[src/rtl/qshp_pkg.sv]
`timescale 1ns / 1ps

package qshp_pkg;

  // Fixed width of the value fields on both channels
  localparam int unsigned VALUE_W = 32;

  // Sequencer states, one-hot
  typedef enum logic [12:0] {
    ST_LOAD   = 13'b0000000000001,
    ST_START  = 13'b0000000000010,
    ST_POP    = 13'b0000000000100,
    ST_RNG    = 13'b0000000001000,
    ST_PIV    = 13'b0000000010000,
    ST_RDL    = 13'b0000000100000,
    ST_SCANL  = 13'b0000001000000,
    ST_SCANR  = 13'b0000010000000,
    ST_SWAP   = 13'b0000100000000,
    ST_PUSH_A = 13'b0001000000000,
    ST_PUSH_B = 13'b0010000000000,
    ST_EMIT0  = 13'b0100000000000,
    ST_EOUT   = 13'b1000000000000
  } qshp_state_t;

  // Which range goes onto the stack
  typedef enum logic [1:0] {
    PUSH_NONE  = 2'd0,
    PUSH_ALL   = 2'd1,
    PUSH_UPPER = 2'd2,
    PUSH_LOWER = 2'd3
  } qshp_push_t;

  typedef struct packed {
    logic       load;        // store input item, bump count
    qshp_push_t push;
    logic       pop;         // sp--, read stack top
    logic       rng_ld;      // take lo/hi from stack, read pivot
    logic       piv_ld;      // latch pivot, reset pointers
    logic       rd_left;     // read store at left
    logic       l_step;      // left++, read next
    logic       l_stop;      // hold left value, read at right
    logic       r_step;      // right--, read next
    logic       swap_left;   // store[left] <= right value
    logic       swap_right;  // store[right] <= left value, step both
    logic       emit_first;  // k <= 0, read store[0]
    logic       emit_next;   // k++, read store[k+1]
    logic       cnt_clr;     // clear count, back to empty
  } qshp_cmd_t;

  typedef struct packed {
    logic few;        // fewer than two elements held
    logic sp_zero;
    logic rng_empty;  // popped range has hi <= lo
    logic left_go;
    logic right_go;
    logic crossed;    // left >= right
    logic emit_end;   // current output is the last one
  } qshp_sts_t;

endpackage

[src/rtl/qshp_ctrl.sv]
`timescale 1ns / 1ps

module qshp_ctrl (
  input  logic               clk,
  input  logic               rst_n,
  input  logic               in_valid,
  input  logic               in_last,
  output logic               in_ready,
  output logic               out_valid,
  input  logic               out_ready,
  input  qshp_pkg::qshp_sts_t sts,
  output qshp_pkg::qshp_cmd_t cmd
);

  qshp_pkg::qshp_state_t state_r, state_nxt;

  always_ff @(posedge clk) begin
    if (!rst_n) begin
      state_r <= qshp_pkg::ST_LOAD;
    end else begin
      state_r <= state_nxt;
    end
  end

  always_comb begin
    state_nxt = state_r;
    cmd       = '0;
    in_ready  = 1'b0;
    out_valid = 1'b0;
    case (state_r)
      qshp_pkg::ST_LOAD: begin
        in_ready = 1'b1;
        if (in_valid) begin
          cmd.load = 1'b1;
          if (in_last) begin
            state_nxt = qshp_pkg::ST_START;
          end
        end
      end
      qshp_pkg::ST_START: begin
        if (sts.few) begin
          state_nxt = qshp_pkg::ST_EMIT0;
        end else begin
          cmd.push  = qshp_pkg::PUSH_ALL;
          state_nxt = qshp_pkg::ST_POP;
        end
      end
      qshp_pkg::ST_POP: begin
        if (sts.sp_zero) begin
          state_nxt = qshp_pkg::ST_EMIT0;
        end else begin
          cmd.pop   = 1'b1;
          state_nxt = qshp_pkg::ST_RNG;
        end
      end
      qshp_pkg::ST_RNG: begin
        cmd.rng_ld = 1'b1;
        state_nxt  = sts.rng_empty ? qshp_pkg::ST_POP : qshp_pkg::ST_PIV;
      end
      qshp_pkg::ST_PIV: begin
        cmd.piv_ld = 1'b1;
        state_nxt  = qshp_pkg::ST_RDL;
      end
      qshp_pkg::ST_RDL: begin
        cmd.rd_left = 1'b1;
        state_nxt   = qshp_pkg::ST_SCANL;
      end
      qshp_pkg::ST_SCANL: begin
        if (sts.left_go) begin
          cmd.l_step = 1'b1;
        end else begin
          cmd.l_stop = 1'b1;
          state_nxt  = qshp_pkg::ST_SCANR;
        end
      end
      qshp_pkg::ST_SCANR: begin
        if (sts.right_go) begin
          cmd.r_step = 1'b1;
        end else if (sts.crossed) begin
          state_nxt = qshp_pkg::ST_PUSH_A;
        end else begin
          cmd.swap_left = 1'b1;
          state_nxt     = qshp_pkg::ST_SWAP;
        end
      end
      qshp_pkg::ST_SWAP: begin
        cmd.swap_right = 1'b1;
        state_nxt      = qshp_pkg::ST_RDL;
      end
      qshp_pkg::ST_PUSH_A: begin
        cmd.push  = qshp_pkg::PUSH_UPPER;
        state_nxt = qshp_pkg::ST_PUSH_B;
      end
      qshp_pkg::ST_PUSH_B: begin
        cmd.push  = qshp_pkg::PUSH_LOWER;
        state_nxt = qshp_pkg::ST_POP;
      end
      qshp_pkg::ST_EMIT0: begin
        cmd.emit_first = 1'b1;
        state_nxt      = qshp_pkg::ST_EOUT;
      end
      qshp_pkg::ST_EOUT: begin
        out_valid = 1'b1;
        if (out_ready) begin
          if (sts.emit_end) begin
            cmd.cnt_clr = 1'b1;
            state_nxt   = qshp_pkg::ST_LOAD;
          end else begin
            cmd.emit_next = 1'b1;
          end
        end
      end
      default: begin
        state_nxt = qshp_pkg::ST_LOAD;
      end
    endcase
  end

endmodule

[src/rtl/qshp_dp.sv]
`timescale 1ns / 1ps

module qshp_dp #(
  parameter int unsigned MAX_ITEMS  = 64,
  parameter int unsigned DATA_WIDTH = 32
) (
  input  logic                                clk,
  input  logic                                rst_n,
  input  logic signed [qshp_pkg::VALUE_W-1:0] in_value,
  output logic signed [qshp_pkg::VALUE_W-1:0] out_sorted_value,
  output logic                                out_sorted_last,
  input  qshp_pkg::qshp_cmd_t                 cmd,
  output qshp_pkg::qshp_sts_t                 sts
);

  localparam int unsigned IDX_W = $clog2(MAX_ITEMS);
  localparam int unsigned CNT_W = $clog2(MAX_ITEMS + 1);
  localparam int unsigned STK_W = 2 * IDX_W;

  logic [DATA_WIDTH-1:0] store_mem [MAX_ITEMS];
  logic [STK_W-1:0]      stack_mem [MAX_ITEMS];

  logic [CNT_W-1:0]      count_r, sp_r;
  logic [IDX_W-1:0]      lo_r, hi_r, left_r, right_r, k_r;
  logic [DATA_WIDTH-1:0] pivot_r, lval_r, rdata_r;
  logic [STK_W-1:0]      srdata_r;

  logic [63:0]           in_ext, out_ext;
  logic [DATA_WIDTH-1:0] in_data;
  logic [CNT_W-1:0]      sp_dec, cnt_dec;
  logic [IDX_W-1:0]      stk_lo, stk_hi;

  logic                  rd_en, we;
  logic [IDX_W-1:0]      raddr, waddr;
  logic [DATA_WIDTH-1:0] wdata;

  logic                  push_ok;
  logic [IDX_W-1:0]      p_lo, p_hi;

  // Input is taken as its 32 raw bits; compare is signed at DATA_WIDTH
  assign in_ext  = {32'd0, in_value};
  assign in_data = in_ext[DATA_WIDTH-1:0];
  assign out_ext = 64'(rdata_r);
  assign out_sorted_value = out_ext[qshp_pkg::VALUE_W-1:0];

  assign sp_dec  = sp_r - CNT_W'(1);
  assign cnt_dec = count_r - CNT_W'(1);
  assign stk_lo  = srdata_r[STK_W-1:IDX_W];
  assign stk_hi  = srdata_r[IDX_W-1:0];

  // Store read port
  always_comb begin
    rd_en = 1'b1;
    raddr = left_r;
    if (cmd.rng_ld) begin
      raddr = stk_hi;
    end else if (cmd.rd_left) begin
      raddr = left_r;
    end else if (cmd.l_step) begin
      raddr = left_r + IDX_W'(1);
    end else if (cmd.l_stop) begin
      raddr = right_r;
    end else if (cmd.r_step) begin
      raddr = right_r - IDX_W'(1);
    end else if (cmd.emit_first) begin
      raddr = '0;
    end else if (cmd.emit_next) begin
      raddr = k_r + IDX_W'(1);
    end else begin
      rd_en = 1'b0;
    end
  end

  // Store write port
  always_comb begin
    we    = 1'b0;
    waddr = left_r;
    wdata = rdata_r;
    if (cmd.load) begin
      we    = count_r < CNT_W'(MAX_ITEMS);
      waddr = count_r[IDX_W-1:0];
      wdata = in_data;
    end else if (cmd.swap_left) begin
      we    = 1'b1;
      waddr = left_r;
      wdata = rdata_r;
    end else if (cmd.swap_right) begin
      we    = 1'b1;
      waddr = right_r;
      wdata = lval_r;
    end
  end

  always_ff @(posedge clk) begin
    if (we) begin
      store_mem[waddr] <= wdata;
    end
    if (rd_en) begin
      rdata_r <= store_mem[raddr];
    end
  end

  // Range push, ranges of fewer than two elements and overflow ranges dropped
  always_comb begin
    p_lo    = lo_r;
    p_hi    = hi_r;
    push_ok = 1'b0;
    case (cmd.push)
      qshp_pkg::PUSH_ALL: begin
        p_lo    = '0;
        p_hi    = cnt_dec[IDX_W-1:0];
        push_ok = cnt_dec[IDX_W-1:0] > p_lo;
      end
      qshp_pkg::PUSH_UPPER: begin
        p_lo    = left_r;
        p_hi    = hi_r;
        push_ok = hi_r > left_r;
      end
      qshp_pkg::PUSH_LOWER: begin
        p_lo    = lo_r;
        p_hi    = left_r - IDX_W'(1);
        push_ok = (left_r > lo_r) && ((left_r - IDX_W'(1)) > lo_r);
      end
      default: begin
        push_ok = 1'b0;
      end
    endcase
    push_ok = push_ok && (sp_r < CNT_W'(MAX_ITEMS));
  end

  always_ff @(posedge clk) begin
    if (push_ok) begin
      stack_mem[sp_r[IDX_W-1:0]] <= {p_lo, p_hi};
    end
    if (cmd.pop) begin
      srdata_r <= stack_mem[sp_dec[IDX_W-1:0]];
    end
  end

  // Control counters
  always_ff @(posedge clk) begin
    if (!rst_n) begin
      count_r <= '0;
      sp_r    <= '0;
    end else begin
      if (cmd.cnt_clr) begin
        count_r <= '0;
      end else if (cmd.load && (count_r < CNT_W'(MAX_ITEMS))) begin
        count_r <= count_r + CNT_W'(1);
      end
      if (push_ok) begin
        sp_r <= sp_r + CNT_W'(1);
      end else if (cmd.pop) begin
        sp_r <= sp_dec;
      end
    end
  end

  // Partition and emit registers
  always_ff @(posedge clk) begin
    if (cmd.rng_ld) begin
      lo_r <= stk_lo;
      hi_r <= stk_hi;
    end
    if (cmd.piv_ld) begin
      pivot_r <= rdata_r;
    end
    if (cmd.l_stop) begin
      lval_r <= rdata_r;
    end
    if (cmd.piv_ld) begin
      left_r  <= lo_r;
      right_r <= hi_r;
    end else if (cmd.l_step) begin
      left_r <= left_r + IDX_W'(1);
    end else if (cmd.r_step) begin
      right_r <= right_r - IDX_W'(1);
    end else if (cmd.swap_right) begin
      left_r  <= left_r + IDX_W'(1);
      right_r <= right_r - IDX_W'(1);
    end
    if (cmd.emit_first) begin
      k_r <= '0;
    end else if (cmd.emit_next) begin
      k_r <= k_r + IDX_W'(1);
    end
  end

  always_comb begin
    sts.few       = count_r < CNT_W'(2);
    sts.sp_zero   = (sp_r == '0);
    sts.rng_empty = stk_hi <= stk_lo;
    sts.left_go   = (left_r < hi_r) && ($signed(rdata_r) < $signed(pivot_r));
    sts.right_go  = (right_r > lo_r) && ($signed(rdata_r) > $signed(pivot_r));
    sts.crossed   = left_r >= right_r;
    sts.emit_end  = (CNT_W'(k_r) == cnt_dec);
  end

  assign out_sorted_last = sts.emit_end;

  a_count_bound : assert property (@(posedge clk) disable iff (!rst_n)
    count_r <= CNT_W'(MAX_ITEMS))
    else $error("element count beyond store depth");

  a_stack_bound : assert property (@(posedge clk) disable iff (!rst_n)
    sp_r <= CNT_W'(MAX_ITEMS))
    else $error("range stack overflow");

  a_swap_order : assert property (@(posedge clk) disable iff (!rst_n)
    cmd.swap_left |-> left_r < right_r)
    else $error("swap on crossed pointers");

  a_swap_pair : assert property (@(posedge clk) disable iff (!rst_n)
    cmd.swap_left |=> cmd.swap_right && $stable(right_r))
    else $error("swap half not completed");

endmodule

[src/rtl/quicksort_hoare_partition.sv]
`timescale 1ns / 1ps

// Quicksort with Hoare partitioning. Items (value, last) are written into a
// local store, one per cycle; the item flagged last closes the set and
// starts the sort (items beyond MAX_ITEMS are dropped, though a dropped last
// item still starts it). Each range takes its last element as pivot, the
// left pointer becomes the split, and pending ranges sit on an explicit
// stack. The sorted set then streams out ascending, one item per cycle while
// out_ready is high, with out_sorted_last on the greatest. A set of one
// item comes back unchanged. Values are held as DATA_WIDTH-bit two's
// complement (the low bits of in_value) and returned zero-extended to 32
// bits. The sort is paced by the single read port of the element store: a
// popped range passes the pop, range-load and pivot-load states, and then
// each pointer step, each halt of a scan (the right-hand halt also writes
// the first half of a swap unless the pointers have crossed), the finish
// of a swap, the reread of the left element and the push of each of the
// two sub-ranges is a step of its own. in_ready is low from the last item
// in until the last result has been taken.

module quicksort_hoare_partition #(
  parameter int unsigned MAX_ITEMS  = 64,
  parameter int unsigned DATA_WIDTH = 32
) (
  input  logic                                clk,
  input  logic                                rst_n,
  input  logic                                in_valid,
  output logic                                in_ready,
  input  logic signed [qshp_pkg::VALUE_W-1:0] in_value,
  input  logic                                in_last,
  output logic                                out_valid,
  input  logic                                out_ready,
  output logic signed [qshp_pkg::VALUE_W-1:0] out_sorted_value,
  output logic                                out_sorted_last
);

  qshp_pkg::qshp_cmd_t cmd;
  qshp_pkg::qshp_sts_t sts;

  // Sequencer: load, partition loop, stack walk, emit
  qshp_ctrl u_ctrl (
    .clk       (clk),
    .rst_n     (rst_n),
    .in_valid  (in_valid),
    .in_last   (in_last),
    .in_ready  (in_ready),
    .out_valid (out_valid),
    .out_ready (out_ready),
    .sts       (sts),
    .cmd       (cmd)
  );

  // Element store, range stack, pointers and compare
  qshp_dp #(
    .MAX_ITEMS  (MAX_ITEMS),
    .DATA_WIDTH (DATA_WIDTH)
  ) u_dp (
    .clk              (clk),
    .rst_n            (rst_n),
    .in_value         (in_value),
    .out_sorted_value (out_sorted_value),
    .out_sorted_last  (out_sorted_last),
    .cmd              (cmd),
    .sts              (sts)
  );

endmodule
[config.mk]
export PLATFORM = sky130hd
export DESIGN_NAME = quicksort_hoare_partition
export DESIGN_NICKNAME = d
export VERILOG_FILES = /design/src/rtl/qshp_pkg.sv /design/src/rtl/qshp_ctrl.sv /design/src/rtl/qshp_dp.sv /design/src/rtl/quicksort_hoare_partition.sv
export SDC_FILE = /design/constraint.sdc
export NUM_CORES = 2
export LEC_CHECK = 0
export BUFFER_PORTS_ARGS = -buffer_cell sky130_fd_sc_hd__buf_2
export CORE_ASPECT_RATIO = 0.7
export CORE_UTILIZATION = 45
export DETAILED_ROUTE_END_ITERATION = 8
export GPL_TIMING_DRIVEN = 0
export PLACE_DENSITY = 0.65
export RECOVER_POWER = 50
export SLEW_MARGIN = 20
export SYNTH_ARGS = -nofsm -noshare
export SYNTH_HDL_FRONTEND = slang
export SYNTH_SLANG_ARGS = --single-unit
[constraint.sdc]
create_clock -name clk -period 5.2 [get_ports clk]
set_input_delay 0.26 -clock clk [delete_from_list [all_inputs] [get_ports clk]]
set_output_delay 0.26 -clock clk [all_outputs]
set_load 0.005 [all_outputs]
Word level (Yosys, flattened, before mapping)
Memories as Yosys holds them, arrays and structs flattened. A register that Yosys moved wholly into a read port is not among the register bits.
Index checks and enable logic that the tools add are counted.
{ "classes": {"n_addsub": 8, "n_lt_le_gt_ge": 13, "n_eq_ne": 25, "muxes": 75, "bitwise_logic": 1, "reduce_logical": 14} }
{ "op_table": {"columns": ["cell", "n"], "rows": [
  ["one-hot mux 13 bit (12 select lines)", 1],
  ["2-to-1 mux 6 bit", 18],
  ["2-to-1 mux 32 bit", 3],
  ["2-to-1 mux 13 bit", 6],
  ["2-to-1 mux 1 bit", 33],
  ["> comparator 32 bit", 1],
  ["less-than comparator 32 bit", 1],
  ["> comparator 6 bit", 4],
  ["2-to-1 mux 12 bit", 2],
  ["one-hot mux 6 bit (2 select lines)", 2],
  ["adder 7 x 1 -> 7 bit, second input constant", 2],
  ["less-than comparator 7 bit, second input constant", 2],
  ["2-to-1 mux 7 bit", 2],
  ["subtractor 7 x 1 -> 7 bit, second input constant", 2],
  ["equality test 13 x 1 -> 1 bit, second input constant", 1],
  ["equality test 13 x 10 -> 1 bit, second input constant", 1],
  ["equality test 13 x 11 -> 1 bit, second input constant", 1],
  ["equality test 13 x 12 -> 1 bit, second input constant", 1],
  ["equality test 13 bit, second input constant", 1],
  ["equality test 13 x 2 -> 1 bit, second input constant", 1],
  ["equality test 13 x 3 -> 1 bit, second input constant", 1],
  ["equality test 13 x 4 -> 1 bit, second input constant", 1],
  ["equality test 13 x 5 -> 1 bit, second input constant", 1],
  ["equality test 13 x 6 -> 1 bit, second input constant", 1],
  ["other kinds (29)", 47]
]} }
{ "totals": {"ff_bits": 121, "mem_bits_rw": 2816, "out_inout_bits": 35, "word_cells": 148, "memories": 2} }
{ "memory_table": {"columns": ["memory", "words", "width", "read_ports", "rd_clocked_by_memory_dff", "wr", "line", "rtl"], "rows": [
  ["u_dp.store_mem", 64, 32, 1, 1, 1, "qshp_dp.sv:20", "logic [DATA_WIDTH-1:0] store_mem [MAX_ITEMS];"],
  ["u_dp.stack_mem", 64, 12, 1, 1, 1, "qshp_dp.sv:21", "logic [STK_W-1:0] stack_mem [MAX_ITEMS];"]
]} }

Logic depth before layout (Yosys ltp)
{ "depth": {"ltp_word": 12, "depth_mapped": 21} }

Cells and area by module
From an unflattened synthesis, not the netlist that was laid out.
{ "unflattened": {"hier_cells": 7147, "area_unflattened_um2": 119348.2} }
{ "by_module_without_submodules": {"columns": ["module", "n_inst", "cells_each", "area_each_um2", "seq_area_each_um2"], "rows": [
  ["qshp_dp", 1, 7039, 118454.9, 88925.3],
  ["qshp_ctrl", 1, 108, 893.4, 260.2]
]} }

Worst setup path after synthesis
OpenSTA, ideal clock, no wires.
{ "synth_path": {"path_type": "reg-to-reg", "from": "reg u_ctrl.state_r[0]", "to": "mem u_dp.stack_mem[0][6] (netlist name) (data pin)", "setup_ps": 702, "t_arrival_ps": 4643, "required_ps": 4498, "slack_ps": -144, "path_stages_with_launch": 10, "period_less_slack_ps": 5344, "path_cell_list": "dfxtp_1 clkbuf_1 nor4_1 nand2_1 nor4_1 a32oi_1 inv_1 ha_1 clkbuf_1 o21ai_0"} }
{ "synth_between": {"elab_chain_len": 4, "word_cells_on_any_way": 7, "cone_classes": "5 x eq/ne; 2 x mux"} }
{ "synth_lines": {"columns": ["item", "line", "rtl"], "rows": [
  ["start: declaration", "qshp_ctrl.sv:15", "qshp_pkg::qshp_state_t state_r, state_nxt;"],
  ["start signal: assignment", "qshp_ctrl.sv:19", "state_r <= qshp_pkg::ST_LOAD;"],
  ["start signal: assignment", "qshp_ctrl.sv:21", "state_r <= state_nxt;"],
  ["equality test 13 x 11 -> 1 bit (tied with other cells)", "qshp_ctrl.sv:30", "case (state_r)"],
  ["one-hot mux 2 bit (3 select lines) *", "qshp_ctrl.sv:30", null],
  ["equality test 2 bit or equality test 2 x 1 -> 1 bit (tied branches)", "qshp_dp.sv:108", "case (cmd.push)"],
  ["one-hot mux 6 bit (2 select lines) *", "qshp_dp.sv:108", null],
  ["via u_dp.p_lo[0]", "qshp_dp.sv:38", "logic [IDX_W-1:0] p_lo, p_hi;"],
  ["end: declaration", "qshp_dp.sv:21", null]
]} }
The timed path passes the listed nets; every way through them passes the cells marked *.

Worst setup path in the final report
{ "layout_path": {"from": "reg u_dp.rdata_r[14], in the netlist u_dp.out_sorted_value[14] (read register of u_dp.store_mem)", "to": "reg u_dp.rdata_r[8], in the netlist u_dp.out_sorted_value[8] (read register of u_dp.store_mem) (data pin)"} }
{ "layout_between": {"elab_chain_len": 9, "word_cells_on_any_way": 19, "cone_classes": "2 x order compare; 15 x mux; 2 x reduce/logical"} }
{ "layout_lines": {"columns": ["item", "line", "rtl"], "rows": [
  ["start: declaration", "qshp_dp.sv:25", "logic [DATA_WIDTH-1:0] pivot_r, lval_r, rdata_r;"],
  ["> comparator 32 bit", "qshp_dp.sv:194", "sts.right_go = (right_r > lo_r) && ($signed(rdata_r) > $signed(pivot_r));"],
  ["logical AND 1 bit", "qshp_dp.sv:194", null],
  ["2-to-1 mux 1 bit", "qshp_ctrl.sv:77", "if (sts.right_go) begin"],
  ["2-to-1 mux 2 bit", "qshp_ctrl.sv:30", null],
  ["2-to-1 mux 6 bit or 2-to-1 mux 1 bit (tied branches)", "qshp_dp.sv:63", "end else if (cmd.r_step) begin"],
  ["2-to-1 mux 6 bit or 2-to-1 mux 1 bit (tied branches)", "qshp_dp.sv:61", "end else if (cmd.l_stop) begin"],
  ["2-to-1 mux 6 bit or 2-to-1 mux 1 bit (tied branches)", "qshp_dp.sv:59", "end else if (cmd.l_step) begin"],
  ["2-to-1 mux 6 bit or 2-to-1 mux 1 bit (tied branches)", "qshp_dp.sv:57", "end else if (cmd.rd_left) begin"],
  ["2-to-1 mux 6 bit or 2-to-1 mux 1 bit (tied branches)", "qshp_dp.sv:55", "if (cmd.rng_ld) begin"]
]} }
Parallel ways exist; a longest one is shown, timed or not.
A chain may end at the register's enable or synchronous reset.

==> impl_metrics.py <==
metrics = {
    "status": {
        "outcome": "finished with violations",
        "violations": "negative setup slack",
    },
    "global_route": {
        "antenna_found_initial": 16,
        "grt_use_total_pct": 26.54,
        "grt_max_degree": 65,
        "overflow": 0,
        "grt_pass1_vias": 65523,
        "grt_pass1_wl_mm": 506.9,
    },
    "flow_run": {
        "maxCapViolCount": 0,
    },
    "synth": {
        "netlist_area_um2": 120800,
        "yosysWarningCount": 0,
        "netlist_instances": 6643,
        "synth_top_area_share_pct": 73.27,
        "synth_seq_cells": 2981,
        "synth_most_common_cell": "edfxtp_1",
        "synthTopCellsByCount": "2948 x edfxtp_1, 1237 x mux2i_1, 291 x nor2_1",
        "synth_area_leaders": "edfxtp_1 73%, mux2i_1 10%, mux4_2 4.7%",
        "ys_types": 83,
        "avgSynthCellArea_um2": 18.19,
        "async_reset_ff_share_pct": 0,
        "synth_top_area_cell": "edfxtp_1",
        "synth_edf_count": 2948,
        "ys_seq_area_share_pct": 73.82,
        "synth_nets": 6762,
        "ys.flop_type": "edfxtp_1",
    },
    "critical_path": {
        "cp_max_fo": 6,
        "cp_data_arrival_time_ns": 6.06,
        "cp-start-kind": "flip-flop",
        "reg2reg_setup_slack_ns": -0.35,
        "reg2reg_from": "u_dp.out_sorted_value[14]",
        "worstPathRequired_ns": 5.71,
        "cp-startpoint": "u_dp.out_sorted_value[14]",
        "worstSetupPathType": "reg2reg",
        "cp-end-kind": "flip-flop",
    },
    "power": {
        "p_sw_w": 0.01124,
        "peakVddDrop_v": 0.0003029,
        "pwr-share-seq_pct": 53.2,
        "p_clk_share_pct": 40.4,
        "power_frac_comb_pct": 6.4,
        "switching_share_pct": 21.91,
        "cellLeakagePower_nw": 48.18,
        "p_per_area_nw_per_um2": 344.9,
        "intPower_w": 0.04005,
    },
    "clocking": {
        "cts_buffer_depth": 4,
        "cts_tree": "yes",
        "htree_levels": 5,
        "cts-root-buf": "clkbuf_16",
        "cts.sinks": 2981,
        "clock_latency_ns": 0.87,
        "cts_buffers": 285,
        "clk_pin_slew_ns": 0.06,
    },
    "timing": {
        "fin_skew_ns": 0.08715,
        "setup_viol": 35,
        "hold_slack_ns": 0.03942,
        "worst_slack_ns": -0.3507,
        "worst_pin_slew_ns": 1.105,
        "finalCritPeriodShare_pct": 106.7,
        "hold_viol_final": 0,
        "drv_slew": 0,
        "max_slew_margin_pct": 26.35,
        "period_needed_ns": 5.551,
        "max_freq_mhz": 180.2,
        "rsz0062_at_grt": "yes",
    },
    "hold_path": {
        "min_from": "in_value[10]",
        "hold_class": "in2reg",
    },
    "placed_design": {
        "dp.final_hpwl_mm": 257.4,
        "post_dp_cell_area_um2": 131500,
        "place.gp.congestion": 0.9749,
        "placedCellCount": 10435,
        "io_buffers": 71,
    },
    "die": {
        "core_area_um2": 265900,
        "initial_core_util_pct": 45.44,
        "die-height_um": 435.5,
        "die_x_um": 621.3,
        "rows": 158,
        "dieArea_um2": 270600,
        "ios": 72,
    },
    "route": {
        "via_per_inst": 6.081,
        "drc": 0,
        "dr.pass1.iters": 6,
        "wl_mm": 369.4,
        "ant_nets": 0,
        "drt-wirelength-per-cell_um": 32.80,
        "dr.first_iter.drc_count": 9416,
        "num_vias": 68484,
    },
    "layout": {
        "fin_nets": 7632,
        "stdcell_area_um2": 148700,
        "final_util_pct": 55.93,
        "drive_above_1_share_pct": 28.05,
        "area_growth_pct": 23.09,
        "stdcell_count": 11262,
    },
}
==> kinds of logic (layout without fill, tap and decap cells) <==
| kind of cell | Yosys count | after routing | share of synthesized area (%) |
|---|---|---|---|
| flops | 2981 | 2981 | 73.82 |
| mux | 1666 | 1666 | 16.60 |
| simple gates | 763 | 763 | 2.885 |
| compound gates | 651 | 651 | 3.899 |
| buf+inv | 459 | 1546 | 1.648 |
| fa+ha+maj | 82 | 82 | 0.8492 |
| xor+xnor | 41 | 41 | 0.2972 |
| other cells | 0 | 12 | 0 |
==> worst paths after layout <==
path / to / cells past startpoint
setup / recovery: u_dp.out_sorted_value[8] / 20
hold / removal: u_dp.store_mem[8][10] / 3
setup reg to reg: u_dp.out_sorted_value[8] / 20
hold reg to reg: u_dp.lo_r[5] / 0
==> area by class of cell <==
type / count / area [um^2]
clock buffers: 362 / 7716
inverters: 76 / 294.0
plain buffers: 370 / 3411
diodes: 12 / 30.03
clock inverters: 142 / 1361
flip-flops and latches: 2981 / 89190
repair buffers: 596 / 8816
well taps: 3520 / 4404
fillers: 19790 / 117200
multi-input cells: 3203 / 33490
==> power by group through the flow <==
stage | Combinational (W) | Sequential (W) | Clock [W]
5_1_grt | 0.00335 | 0.0273 | 0.0218
3_5_place_dp | 0.00306 | 0.0278 | 0
2_1_floorplan | 0.000947 | 0.0279 | 0
3_3_place_gp | 0.00201 | 0.0281 | 0
6_report | 0.00327 | 0.0273 | 0.0207
4_1_cts | 0.00318 | 0.0273 | 0.0209
==> critical path: stages, from the launching register on <==
cell      delay [ns]
edfxtp_1        0.44
ha_4            0.30
nand4_1         0.19
nor4_4          0.32
buf_6           0.18
a21boi_4        0.34
o31ai_4         0.11
and3_1          0.18
buf_6           0.13
or3_4           0.32
buf_6           0.14
mux2_4          0.31
o211ai_4        0.24
a211oi_2        0.14
buf_6           0.18
buf_12          0.14
buf_12          0.13
buf_8           0.12
a22o_4          0.27
a211o_4         0.36
a2111o_1        0.61
==> placed cells by master (no fill, tap or decap), types with 56 or more instances in the layout <==
cell and instances:
a21oi_1 67, a22oi_2 79, a31oi_4 56, buf_12 178
buf_16 139, buf_2 103, buf_4 242, buf_6 67
clkbuf_1 141, clkbuf_16 302, clkinv_1 69, edfxtp_1 2948
ha_1 75, inv_1 72, mux2_2 173, mux2i_1 1218
mux4_2 252, nand2_1 174, nand3_1 124, nor2_1 159
nor2_4 121, o211ai_1 115
==> layer usage <==
metal / up-vias / GRT usage [%] / share of wire [%]
met5: - / 0 / 0.0035
met4: 2 / 10.83 / 4.5
met3: 597 / 5.698 / 11
met2: 3755 / 38.82 / 44
met1: 35708 / 38.67 / 41
li1: 28422 / - / -
==> flip-flops by register name, summed over array words and instances (netlist names) <==
name / flops
u_ctrl.state_r: 13
u_dp.hi_r: 6
u_dp.lo_r: 6
u_dp.right_r: 6
u_dp.count_r: 7
u_dp.out_sorted_value: 32
u_dp.k_r: 6
u_dp.pivot_r: 32
u_dp.left_r: 6
u_dp.sp_r: 7
u_dp.srdata_r: 12
u_dp.lval_r: 32
u_dp.stack_mem: 768
u_dp.store_mem: 2048
==> stage by stage <==
step	setup TNS, ns	total power [W]	worst slack [ns]
2_1_floorplan	-36.98	0.02884	-0.1445
3_3_place_gp	-	0.03012	-4.804
3_5_place_dp	-2699.07	0.03086	-2.928
4_1_cts	-3.691	0.05135	-0.2339
5_1_grt	-29.26	0.05241	-0.3082
6_report	-5.313	0.05128	-0.3507
==> timing repair <==
item                                    4_1_cts  5_1_grt
pin swaps                                   174      121
gates resized for setup                     844      269
endpoints found under the hold margin        25        0
hold buffers                                  9        0
endpoints found under the setup margin     2864      833
setup buffers                               224       86
gates cloned                                  3        4
Note: power is estimated with default switching activity, not from simulation.
